$ cat src/hdl/ascii_power_command_decoder_assert.svh
`ifndef ASCII_POWER_COMMAND_DECODER_ASSERT_SVH
`define ASCII_POWER_COMMAND_DECODER_ASSERT_SVH

// same-cycle implication, checked outside reset
`define APCD_ASSERT_NOW(label, ante, cons) \
  label: assert property (@(posedge clk) disable iff (rst) (ante) |-> (cons)) \
    else $error("apcd assertion failed");

// next-cycle implication, checked outside reset
`define APCD_ASSERT_NEXT(label, ante, cons) \
  label: assert property (@(posedge clk) disable iff (rst) (ante) |=> (cons)) \
    else $error("apcd assertion failed");

`endif

$ cat src/hdl/apcd_pkg.sv
package apcd_pkg;

  localparam int LINE_MAX        = 40;
  localparam int MAX_PARAM_CHARS = 5;
  localparam int NAME_COUNT      = 5;
  localparam int NAME_LEN_MAX    = 11;
  localparam int SETV_LEN        = 11;

  localparam int BYTE_W     = 8;
  localparam int LINE_POS_W = $clog2(LINE_MAX + 1);
  localparam int PCNT_W     = $clog2(MAX_PARAM_CHARS + 1);
  localparam int NAME_POS_W = $clog2(NAME_LEN_MAX + 1);
  localparam int MV_W       = 17;
  localparam int STEP_W     = 4;
  localparam int DAC_W      = 15;
  localparam int ACC_EXT_W  = MV_W + 4;

  localparam logic [BYTE_W-1:0] CH_CR   = 8'h0d;
  localparam logic [BYTE_W-1:0] CH_LF   = 8'h0a;
  localparam logic [BYTE_W-1:0] CH_SP   = 8'h20;
  localparam logic [BYTE_W-1:0] CH_ZERO = 8'h30;
  localparam logic [BYTE_W-1:0] CH_NINE = 8'h39;

  localparam logic [MV_W-1:0]  VALUE_CAP = 17'd99999;
  localparam logic [DAC_W-1:0] DAC_MAX   = 15'd17066;

  // dac = floor(mv * 64 / 375); reciprocal estimate is low by at most one
  localparam int                DAC_SHIFT = 24;
  localparam logic [21:0]       DAC_RECIP = 22'd2863311;
  localparam int                DAC_DIV   = 375;
  localparam int                DAC_PROD_W = MV_W + 22;
  localparam int                DAC_NUM_W  = MV_W + 6;

  // step thresholds on millivolts (ladder on mv + 1000 from 5000 up to 12000)
  localparam int STEP_COUNT = 8;
  localparam logic [MV_W-1:0] STEP_THRESH [STEP_COUNT] = '{
    17'd4000, 17'd5000, 17'd6000, 17'd7000,
    17'd8000, 17'd9000, 17'd10000, 17'd11000
  };

  localparam logic [NAME_LEN_MAX*BYTE_W-1:0] NAME_TEXT [NAME_COUNT] = '{
    "power on   ", "power off  ", "set voltage", "get voltage", "get current"
  };
  localparam logic [NAME_POS_W-1:0] NAME_LEN [NAME_COUNT] = '{
    4'd8, 4'd9, 4'd11, 4'd11, 4'd11
  };

  localparam int CMD_FIFO_DEPTH = 2;
  localparam int CMD_PTR_W      = $clog2(CMD_FIFO_DEPTH);
  localparam int CMD_CNT_W      = $clog2(CMD_FIFO_DEPTH + 1);

  typedef enum logic [2:0] {
    CMD_POWER_ON    = 3'd0,
    CMD_POWER_OFF   = 3'd1,
    CMD_SET_VOLTAGE = 3'd2,
    CMD_GET_VOLTAGE = 3'd3,
    CMD_GET_CURRENT = 3'd4,
    CMD_INVALID     = 3'd5
  } cmd_code_t;

  typedef struct packed {
    cmd_code_t       code;
    logic            value_valid;
    logic [MV_W-1:0] millivolts;
  } cmd_t;

  typedef struct packed {
    logic [DAC_W-1:0]  dac_code;
    logic [STEP_W-1:0] supply_step;
    logic [MV_W-1:0]   millivolts;
    logic              value_valid;
    cmd_code_t         command_code;
  } result_t;

  function automatic logic [BYTE_W-1:0] name_char(input int k,
                                                  input logic [NAME_POS_W-1:0] pos);
    logic [BYTE_W-1:0] ch;
    ch = '0;
    if (pos < NAME_POS_W'(NAME_LEN_MAX)) begin
      ch = NAME_TEXT[k][(NAME_LEN_MAX - 1 - int'(pos)) * BYTE_W +: BYTE_W];
    end
    return ch;
  endfunction

endpackage

$ cat src/hdl/ascii_power_command_decoder.sv
// Decodes a console byte stream into power-supply commands, one byte per clock
// cycle sustained. Each line ends at LF; a line that is not empty and shorter
// than 40 bytes gives one result word carrying the command code and, for
// "set voltage" with a space separator, the millivolt value, supply step and
// DAC code. The line matcher updates in the cycle of each byte; the command of a
// line is written into a two-word queue when its LF is taken, and the queue hands
// it to a two-stage back end (reciprocal multiply, then correction). Input stalls
// only when that queue is full; the output register lets new bytes flow while a
// result waits.
module ascii_power_command_decoder (
  input  logic        clk,
  input  logic        rst,
  input  logic        s_tvalid,
  output logic        s_tready,
  input  logic [7:0]  s_tdata,   // rx_byte
  output logic        m_tvalid,
  input  logic        m_tready,
  output logic [39:0] m_tdata    // dac_code, supply_step, millivolts, value_valid, command_code
);

  logic              accept;
  logic              push, fifo_full, fifo_valid, back_ready;
  apcd_pkg::cmd_t    push_cmd, fifo_cmd;
  apcd_pkg::result_t result;

  assign s_tready = !fifo_full;
  assign accept   = s_tvalid && s_tready;
  assign m_tdata  = result;

  apcd_front u_front (
    .clk      (clk),
    .rst      (rst),
    .accept   (accept),
    .rx_byte  (s_tdata),
    .push     (push),
    .push_cmd (push_cmd)
  );

  apcd_cmd_fifo u_fifo (
    .clk       (clk),
    .rst       (rst),
    .push      (push),
    .push_cmd  (push_cmd),
    .full      (fifo_full),
    .pop       (back_ready),
    .pop_valid (fifo_valid),
    .pop_cmd   (fifo_cmd)
  );

  apcd_back u_back (
    .clk        (clk),
    .rst        (rst),
    .in_valid   (fifo_valid),
    .in_cmd     (fifo_cmd),
    .in_ready   (back_ready),
    .out_valid  (m_tvalid),
    .out_ready  (m_tready),
    .out_result (result)
  );

`include "ascii_power_command_decoder_assert.svh"

  `APCD_ASSERT_NOW(a_unused_fields_zero, m_tvalid && !result.value_valid,
    result.millivolts == '0 && result.supply_step == '0 && result.dac_code == '0)
  `APCD_ASSERT_NOW(a_value_only_set, m_tvalid && result.value_valid,
    result.command_code == apcd_pkg::CMD_SET_VOLTAGE)
  `APCD_ASSERT_NOW(a_dac_range, m_tvalid, result.dac_code <= apcd_pkg::DAC_MAX)
  `APCD_ASSERT_NEXT(a_push_reaches_queue, push && !fifo_full, fifo_valid)

endmodule

$ cat src/hdl/apcd_front.sv
module apcd_front (
  input  logic                       clk,
  input  logic                       rst,
  input  logic                       accept,
  input  logic [apcd_pkg::BYTE_W-1:0] rx_byte,
  output logic                       push,
  output apcd_pkg::cmd_t             push_cmd
);

  logic [apcd_pkg::LINE_POS_W-1:0] line_position, line_position_next;
  logic [apcd_pkg::NAME_COUNT-1:0] name_match_flags, name_match_flags_next;
  logic                            separator_was_space, separator_was_space_next;
  logic [apcd_pkg::PCNT_W-1:0]     param_char_count, param_char_count_next;
  logic [apcd_pkg::MV_W-1:0]       value_accumulator, value_accumulator_next;
  logic                            line_overflowed, line_overflowed_next;
  logic                            carriage_return_seen, carriage_return_seen_next;

  logic [apcd_pkg::ACC_EXT_W-1:0]  acc_ext;
  apcd_pkg::cmd_code_t             code_sel;
  logic                            is_digit;

  always_comb begin
    code_sel = apcd_pkg::CMD_INVALID;
    for (int k = apcd_pkg::NAME_COUNT - 1; k >= 0; k--) begin
      if (name_match_flags[k] &&
          line_position >= apcd_pkg::LINE_POS_W'(apcd_pkg::NAME_LEN[k])) begin
        code_sel = apcd_pkg::cmd_code_t'(3'(k));
      end
    end
  end

  assign is_digit = (rx_byte >= apcd_pkg::CH_ZERO) && (rx_byte <= apcd_pkg::CH_NINE);
  assign acc_ext  = apcd_pkg::ACC_EXT_W'(value_accumulator) * apcd_pkg::ACC_EXT_W'(10)
                  + apcd_pkg::ACC_EXT_W'(rx_byte[3:0]);

  always_comb begin
    line_position_next        = line_position;
    name_match_flags_next     = name_match_flags;
    separator_was_space_next  = separator_was_space;
    param_char_count_next     = param_char_count;
    value_accumulator_next    = value_accumulator;
    line_overflowed_next      = line_overflowed;
    carriage_return_seen_next = carriage_return_seen;
    push                      = 1'b0;
    push_cmd.code             = code_sel;
    push_cmd.value_valid      = (code_sel == apcd_pkg::CMD_SET_VOLTAGE) && separator_was_space;
    push_cmd.millivolts       = push_cmd.value_valid ? value_accumulator : '0;

    if (accept) begin
      if (rx_byte == apcd_pkg::CH_LF) begin
        push                      = !line_overflowed && (line_position != '0);
        line_position_next        = '0;
        name_match_flags_next     = '1;
        separator_was_space_next  = 1'b0;
        param_char_count_next     = '0;
        value_accumulator_next    = '0;
        line_overflowed_next      = 1'b0;
        carriage_return_seen_next = 1'b0;
      end else if (!line_overflowed) begin
        for (int k = 0; k < apcd_pkg::NAME_COUNT; k++) begin
          if (line_position < apcd_pkg::LINE_POS_W'(apcd_pkg::NAME_LEN[k])) begin
            if (rx_byte != apcd_pkg::name_char(k, apcd_pkg::NAME_POS_W'(line_position))) begin
              name_match_flags_next[k] = 1'b0;
            end
          end
        end
        if (rx_byte == apcd_pkg::CH_CR) begin
          carriage_return_seen_next = 1'b1;
        end else if (!carriage_return_seen) begin
          if (line_position == apcd_pkg::LINE_POS_W'(apcd_pkg::SETV_LEN)) begin
            separator_was_space_next = (rx_byte == apcd_pkg::CH_SP);
          end else if (line_position > apcd_pkg::LINE_POS_W'(apcd_pkg::SETV_LEN) &&
                       param_char_count < apcd_pkg::PCNT_W'(apcd_pkg::MAX_PARAM_CHARS)) begin
            param_char_count_next = param_char_count + 1'b1;
            if (is_digit) begin
              value_accumulator_next =
                (acc_ext > apcd_pkg::ACC_EXT_W'(apcd_pkg::VALUE_CAP)) ?
                apcd_pkg::VALUE_CAP : acc_ext[apcd_pkg::MV_W-1:0];
            end
          end
        end
        line_position_next = line_position + 1'b1;
        if (line_position_next >= apcd_pkg::LINE_POS_W'(apcd_pkg::LINE_MAX)) begin
          line_overflowed_next = 1'b1;
        end
      end
    end
  end

  always_ff @(posedge clk) begin
    if (rst) begin
      line_position        <= '0;
      name_match_flags     <= '1;
      separator_was_space  <= 1'b0;
      param_char_count     <= '0;
      value_accumulator    <= '0;
      line_overflowed      <= 1'b0;
      carriage_return_seen <= 1'b0;
    end else begin
      line_position        <= line_position_next;
      name_match_flags     <= name_match_flags_next;
      separator_was_space  <= separator_was_space_next;
      param_char_count     <= param_char_count_next;
      value_accumulator    <= value_accumulator_next;
      line_overflowed      <= line_overflowed_next;
      carriage_return_seen <= carriage_return_seen_next;
    end
  end

endmodule

$ cat src/hdl/apcd_cmd_fifo.sv
module apcd_cmd_fifo (
  input  logic           clk,
  input  logic           rst,
  input  logic           push,
  input  apcd_pkg::cmd_t push_cmd,
  output logic           full,
  input  logic           pop,
  output logic           pop_valid,
  output apcd_pkg::cmd_t pop_cmd
);

  apcd_pkg::cmd_t                 entries [apcd_pkg::CMD_FIFO_DEPTH];
  logic [apcd_pkg::CMD_PTR_W-1:0] wr_ptr, rd_ptr;
  logic [apcd_pkg::CMD_CNT_W-1:0] count;
  logic                           do_push, do_pop;

  assign full      = (count == apcd_pkg::CMD_CNT_W'(apcd_pkg::CMD_FIFO_DEPTH));
  assign pop_valid = (count != '0);
  assign pop_cmd   = entries[rd_ptr];
  assign do_push   = push && !full;
  assign do_pop    = pop && pop_valid;

  always_ff @(posedge clk) begin
    if (do_push) begin
      entries[wr_ptr] <= push_cmd;
    end
  end

  always_ff @(posedge clk) begin
    if (rst) begin
      wr_ptr <= '0;
      rd_ptr <= '0;
      count  <= '0;
    end else begin
      if (do_push) begin
        wr_ptr <= wr_ptr + 1'b1;
      end
      if (do_pop) begin
        rd_ptr <= rd_ptr + 1'b1;
      end
      if (do_push && !do_pop) begin
        count <= count + 1'b1;
      end else if (do_pop && !do_push) begin
        count <= count - 1'b1;
      end
    end
  end

endmodule

$ cat src/hdl/apcd_back.sv
module apcd_back (
  input  logic              clk,
  input  logic              rst,
  input  logic              in_valid,
  input  apcd_pkg::cmd_t    in_cmd,
  output logic              in_ready,
  output logic              out_valid,
  input  logic              out_ready,
  output apcd_pkg::result_t out_result
);

  logic                               s1_valid;
  apcd_pkg::cmd_t                     s1_cmd;
  logic [apcd_pkg::DAC_W-1:0]         s1_quot;
  logic [apcd_pkg::STEP_W-1:0]        s1_step;
  logic                               s1_ready, out_free;

  logic [apcd_pkg::DAC_PROD_W-1:0]    prod;
  logic [apcd_pkg::STEP_W-1:0]        step_calc;
  logic [apcd_pkg::DAC_NUM_W-1:0]     num, back, rem;
  logic [apcd_pkg::DAC_W-1:0]         dac_fixed;

  assign out_free = !out_valid || out_ready;
  assign s1_ready = !s1_valid || out_free;
  assign in_ready = s1_ready;

  assign prod = apcd_pkg::DAC_PROD_W'(in_cmd.millivolts) *
                apcd_pkg::DAC_PROD_W'(apcd_pkg::DAC_RECIP);

  always_comb begin
    step_calc = '0;
    for (int i = 0; i < apcd_pkg::STEP_COUNT; i++) begin
      if (in_cmd.millivolts > apcd_pkg::STEP_THRESH[i]) begin
        step_calc = step_calc + 1'b1;
      end
    end
  end

  assign num  = {s1_cmd.millivolts, 6'b0};
  assign back = apcd_pkg::DAC_NUM_W'(s1_quot) * apcd_pkg::DAC_NUM_W'(apcd_pkg::DAC_DIV);
  assign rem  = num - back;
  assign dac_fixed = (rem >= apcd_pkg::DAC_NUM_W'(apcd_pkg::DAC_DIV)) ?
                     s1_quot + 1'b1 : s1_quot;

  always_ff @(posedge clk) begin
    if (rst) begin
      s1_valid  <= 1'b0;
      out_valid <= 1'b0;
    end else begin
      if (s1_ready) begin
        s1_valid <= in_valid;
      end
      if (out_free) begin
        out_valid <= s1_valid;
      end
    end
  end

  always_ff @(posedge clk) begin
    if (s1_ready && in_valid) begin
      s1_cmd  <= in_cmd;
      s1_quot <= prod[apcd_pkg::DAC_SHIFT +: apcd_pkg::DAC_W];
      s1_step <= step_calc;
    end
    if (out_free && s1_valid) begin
      out_result.command_code <= s1_cmd.code;
      out_result.value_valid  <= s1_cmd.value_valid;
      out_result.millivolts   <= s1_cmd.millivolts;
      out_result.supply_step  <= s1_cmd.value_valid ? s1_step : '0;
      out_result.dac_code     <= s1_cmd.value_valid ? dac_fixed : '0;
    end
  end

endmodule

$ cat config.mk
export PLATFORM = sky130hd
export DESIGN_NAME = ascii_power_command_decoder
export DESIGN_NICKNAME = d
export VERILOG_FILES = /design/src/hdl/apcd_pkg.sv /design/src/hdl/ascii_power_command_decoder.sv /design/src/hdl/apcd_front.sv /design/src/hdl/apcd_cmd_fifo.sv /design/src/hdl/apcd_back.sv
export VERILOG_INCLUDE_DIRS = /design/src /design/src/hdl
export SDC_FILE = /design/constraint.sdc
export NUM_CORES = 1
export LEC_CHECK = 0
export ABC_AREA = 1
export BUFFER_PORTS_ARGS = -buffer_cell sky130_fd_sc_hd__buf_2
export CAP_MARGIN = 0
export CORE_MARGIN = 5
export CORE_UTILIZATION = 57
export CTS_BUF_LIST = sky130_fd_sc_hd__clkbuf_8
export CTS_CLUSTER_SIZE = 8
export DETAILED_ROUTE_END_ITERATION = 7
export PLACE_DENSITY = 0.74
export SYNTH_ARGS = -nofsm -noshare
export SYNTH_HDL_FRONTEND = slang
export SYNTH_SLANG_ARGS = --single-unit
export TNS_END_PERCENT = 100
$ cat constraint.sdc
create_clock -name clk -period 8.09 [get_ports clk]
set_input_delay 1.618 -clock clk [delete_from_list [all_inputs] [get_ports clk]]
set_output_delay 1.618 -clock clk [all_outputs]
set_load 0.05 [all_outputs]
* Yosys cells after proc, flatten, opt, wreduce, memory -nomap -nowiden
Memories as Yosys holds them, arrays and structs flattened. A register that Yosys moved wholly into a read port is not among the register bits.
Cells that the tools add are included.
** Storage, ports and cells
- Flip-flop bits (word level) :: 120
- Memory bits (writable) :: 42
- Output and inout port bits :: 42
- Logic and storage cells :: 224
- Memories kept :: 1
** Memory list
- u_fifo.entries :: words 2, bits a word 21, read ports 1, clocked after Yosys merged registers in 1, write ports 1, RTL line apcd_cmd_fifo.sv:12 : apcd_pkg::cmd_t entries [apcd_pkg::CMD_FIFO_DEPTH];
** Cells by class
- $add $sub $neg :: 17
- $mul :: 3
- $lt $le $gt $ge :: 22
- Equal/unequal tests :: 15
- Shifts and indexed selects :: 5
- Multiplexer cells :: 87
- Reduce and logical (&&, ||, !) cells :: 48
** Operators with widths (count)
- $shiftx A88 B32 Y8 const A :: 5
- $mux W8 :: 25
- $mux W17 :: 9
- $gt A17 B13 Y1 const B :: 4
- $gt A17 B14 Y1 const B :: 3
- $ne A8 B8 Y1 :: 5
- $mul A17 B22 Y39 const B :: 1
- $mux W3 :: 10
- $mux W1 :: 29
- $mux W4 :: 7
- $reduce_bool A2 Y1 :: 14
- $add A4 B1 Y4 const B :: 6
- $ge A23 B9 Y1 const B :: 1
- $mul A15 B9 Y23 const B :: 1
- $sub A23 B23 Y23 :: 1
- $add A21 B4 Y21 :: 1
- $gt A21 B17 Y1 const B :: 1
- $mul A17 B3 Y20 const B :: 1
- $reduce_and A4 Y1 :: 5
- $ge A6 B4 Y1 const B :: 3
- $lt A6 B4 Y1 const B :: 3
- $gt A17 B12 Y1 const B :: 1
- $eq A8 B4 Y1 const B :: 2
- $add A15 B1 Y15 const B :: 1
- other kinds (32) :: 58

* Depth between registers and ports, before layout
- Word-level depth :: 16
- Gate-level depth with buffers :: 37
- Gate-level depth less buffers :: 35

* Modules after synthesis
A second synthesis with hierarchy kept.
** Second synthesis, totals
- Cell total of the unflattened synthesis :: 2587
- Area total of the unflattened synthesis :: 21371.7 um^2
** Modules (own cells, without submodules)
- apcd_back :: times used 1, cells each 1696, area each 15087.0 um^2
- apcd_front :: times used 1, cells each 786, area each 4426.7 um^2
- apcd_cmd_fifo :: times used 1, cells each 102, area each 1844.3 um^2
- ascii_power_command_decoder :: times used 1, cells each 3, area each 13.8 um^2

* Worst setup path before layout
No wires, ideal clock.
- Path kind :: flip-flop to flip-flop
- Start point :: register with a tool-made name
- End point :: register u_back.s1_quot[13] (netlist name) (data pin)
- Setup time :: 264 ps
- Arrival time :: 5886 ps
- Data required time :: 7826 ps
- Setup slack :: 1941 ps
- Cell stages (with the launch flop) :: 23
- Path through :: dfxtp_1 > inv_2 > buf_6 > clkbuf_1 > or2_2 > o21ai_0 > inv_1 > fa_1 > inv_1 > fa_1 > fa_1 > fa_1 > fa_1 > fa_1 > inv_1 > ha_1 > nand2_1 > nor4_1 > nand3_1 > nand3_1 > a21o_1 > a31oi_1 > xor2_1
** RTL lines
- end signal, assigned :: RTL line apcd_back.sv:62 : s1_quot <= prod[apcd_pkg::DAC_SHIFT +: apcd_pkg::DAC_W];
- end, declared :: RTL line apcd_back.sv:14 : logic [apcd_pkg::DAC_W-1:0] s1_quot;

==> summary.txt <==
Status: completed
Ys Warns: 0
Post-CTS setup buffer count: 0
Area growth syn-to-layout: 5.85%
Hold depth: 0
Simple-gate portion of the synthesized area: 0.198
Worst reg2reg path depth: 21
Cts bufs inserted: 17
Setup crit start kind: register
GPL Wtd Cong: 0.995
Distinct cells, synth: 61
Fin util: 0.606
MaxCap Viol Count: 0
Ratio of cells with drive above 1 in the final layout: 0.0862
CTS Hold Buffers Added: 0
Final period util: 0.843
# DRC: 0
H-tree depth: 4
Synth Register Bits: 163
Die area: 41600 µm²
Initial antenna violation count: 0
Final-report setup violation count: 0
Adder-Cell Fraction of Synth Area: 0.380
Placed cells: 3112
Detail Placement HPWL: 47.4 mm
Worst-path clk slew: 0.09 ns
Max_slew headroom: 0.363
Final #Nets: 3157
Initial DRC Count: 837
Critical path's slowest cell: o21ai_0
Crit path buffers/inverters: 5
Xor/xnor share of the synthesized area: 0.0294
Top Layer Used: met4
Min-Delay Path Class: register to register
Tot GR Track Use: 0.274
Total iterations of the first detailed-routing run: 8
WHS Endpoint: u_back.out_result[0]
Ranking of synthesized cells by area: fa_1 20%, ha_1 18%, edfxtp_1 17%, inv_1 9.7%, nand2_1 8.1%
Clk buf depth: 2
Diode count: 0
Clock Tree Root: clkbuf_8
Sink Count: 163
Achievable Freq: 147 MHz
Worst skew pair latency: 0.48 ns
Final Hold Vio Count: 0
Mapped Cells: 2562
Fin cells: 3144
Mux share of post-synthesis cell area: 0
DRT met1 WL: 21.0 mm
Core area: 37400 µm²
I/O Pins: 54
Post-synthesis sequential area ratio: 0.209
Critical R2R Capture: u_back.s1_quot[13]
Largest net degree at the start of global routing: 44
Vias in the first global route: 17600
Hold path start: u_back.s1_cmd[18]
RSZ-0062 raised after global routing: no
Starting Density: 0.573
Via count: 16900
CP Data Arrival Time: 7.04 ns
Rows: 71
Mapped Area: 21400 µm²
DR WL met2: 29.2 mm
Slew Viols, Final: 0
Crit Path Class: register to register
Routed wl met3: 2.24 mm
Die Y-Extent: 204 µm
Synth top area share: 0.197
Final global-route overflow total: 0
# resized after CTS: 0
Main combinational cell family by area after synthesis: adder cells
Clk_skew: 0.0210 ns
First-pass GRT wire length: 89.4 mm
CP Capture Type: register
Critical path required time: 8.31 ns
Number of port buffers: 53
Minimum clock period: 6.82 ns
Number of fillers in the final layout: 3297
Synth area leader: fa_1
Routed wire length: 55.6 mm
Synth Area per Inst: 8.36 µm²
Worst-Margin Slew: 0.945 ns
Antenna Nets Post-Route: 0
Syn_nets: 3099
Critical path's largest stage delay: 0.78 ns
Compound-Gate Fraction of Synth Area: 0.0761
Cell family with most CP delay: adder cells
Die extent in x: 204 µm
Vias/cell: 5.38
Setup_tns: 0 ns
DR WL/cell: 17.7 µm
Flop-to-flop setup slack: 1.27 ns
CP cell instances: buf_4 > o21ai_0 > inv_1 > ha_1 > inv_1 > ha_1 > or2_2 > fa_1 > fa_1 > inv_1 > fa_1 > fa_1 > inv_1 > ha_1 > nand2_1 > nor4_1 > nand3_1 > nand3_1 > a21o_1 > a31oi_1 > xor2_1
Maximum fanout along the worst path: 23
CTS tree: yes
-- cell usage after synthesis (all sizes together) --
master  instances
inv           569
nand2         513
ha            314
fa            211
nor2          178
a21oi         144
nand3         126
edfxtp        122
o21ai          87
nand4          56
xor2           49
dfxtp          41
nor3           27
xnor2          20
or2            14
clkbuf         13
o21a            8
o21bai          8
buf             7
a21o            6
a31oi           6
nor4            5
o211ai          5
a211oi          4
clkinv          4
o31ai           4
a21boi          3
and2            3
nand3b          3
nor3b           3
o41ai           3
o221ai          2
a22oi           1
a41oi           1
o211a           1
o22ai           1
-- sequential cells by signal (all words and copies together) (netlist names), named ones only --
name,cells
u_front.value_accumulator,17
u_front.carriage_return_seen,1
u_back.num,17
u_fifo.entries,42
u_front.line_overflowed,1
u_fifo.count,2
u_fifo.rd_ptr,1
u_front.name_match_flags,5
u_front.separator_was_space,1
u_back.s1_cmd,4
u_front.line_position,6
u_back.s1_step,4
u_back.out_result,40
u_back.s1_quot,15
u_fifo.wr_ptr,1
u_back.s1_valid,1
u_back.out_valid,1
u_front.param_char_count,3
-- per-layer routing --
layer	global-route usage	vias to the layer above
met2	0.508	455
met1	0.309	8059
met4	0.146	0
met5	0	-
li1	-	8263
met3	0.0309	153
-- worst register-to-register path: cells and delay by family (launching register included) --
family | cells | cell delay, ns
flip-flops | 1 | 0.33
buffers and inverters | 5 | 0.93
AO/OA/AOI/OAI | 3 | 1.09
XOR/XNOR | 1 | 0.17
adder cells (fa/ha/maj) | 7 | 2.97
AND/OR/NAND/NOR | 5 | 1.07
-- logic make-up (layout without fill, tap and decap cells) --
logic type	after synthesis	after routing
simple gates	928	928
xor+xnor	69	69
flops	163	163
fa+ha+maj	525	525
buf+inv	593	664
compound gates	284	284
-- worst max-delay path by stage --
stage              from                 end  slack, ns  cells after the start
2_1_floorplan  register  u_back.s1_quot[13]       1.94                     22
3_3_place_gp   register  u_back.s1_quot[11]       1.39                     21
3_5_place_dp   register  u_back.s1_quot[13]       1.36                     21
6_report       register  u_back.s1_quot[13]       1.27                     21
4_1_cts        register  u_back.s1_quot[13]       1.34                     21
5_1_grt        register  u_back.s1_quot[10]       0.90                     21
-- metrics by stage --
stage | cell area, µm² | hold WS, ns | setup slack [ns]
2_1_floorplan | 21400 | 0.400 | 1.94
3_3_place_gp | 22300 | 0.408 | 1.39
3_5_place_dp | 22300 | 0.406 | 1.36
4_1_cts | 22700 | 0.428 | 1.34
5_1_grt | 22700 | 0.447 | 0.905
6_report | 22700 | 0.430 | 1.27
-- layout by cell type (no fill, tap or decap), types with 6 or more instances in the layout --
master | synthesis | layout
o21a_1 | 8 | 8
dfxtp_1 | 41 | 41
nand3_1 | 108 | 108
clkbuf_8 | 0 | 18
o21ai_0 | 80 | 80
or2_2 | 11 | 11
nand3_2 | 15 | 15
buf_4 | 0 | 6
nand2_2 | 45 | 45
o21ai_1 | 6 | 6
xnor2_1 | 20 | 20
o21bai_1 | 6 | 6
nand4_1 | 54 | 54
nor2_1 | 161 | 160
inv_2 | 16 | 16
fa_1 | 211 | 211
inv_1 | 553 | 553
a21oi_1 | 131 | 130
nand2_1 | 465 | 465
ha_1 | 314 | 314
a31oi_1 | 6 | 6
xor2_1 | 47 | 47
buf_2 | 2 | 53
nor2_2 | 11 | 12
edfxtp_1 | 122 | 122
nor3_1 | 26 | 26
a21oi_2 | 13 | 13
a21o_1 | 6 | 6
-- area by class of cell --
| class | count | area [µm²] | share of cell area |
|---|---|---|---|
| clock inverters | 14 | 165 | 0.00728 |
| clock buffers | 18 | 248 | 0.0109 |
| well taps | 511 | 639 | 0.0282 |
| repair buffers | 59 | 310 | 0.0137 |
| flip-flops and latches | 163 | 4480 | 0.198 |
| inverters | 573 | 2160 | 0.0950 |
| multi-input cells | 1806 | 14700 | 0.647 |
Power is left out: the tool's default activity adds up to more than one toggle a clock period on the data nets, which glitch-free logic cannot reach.
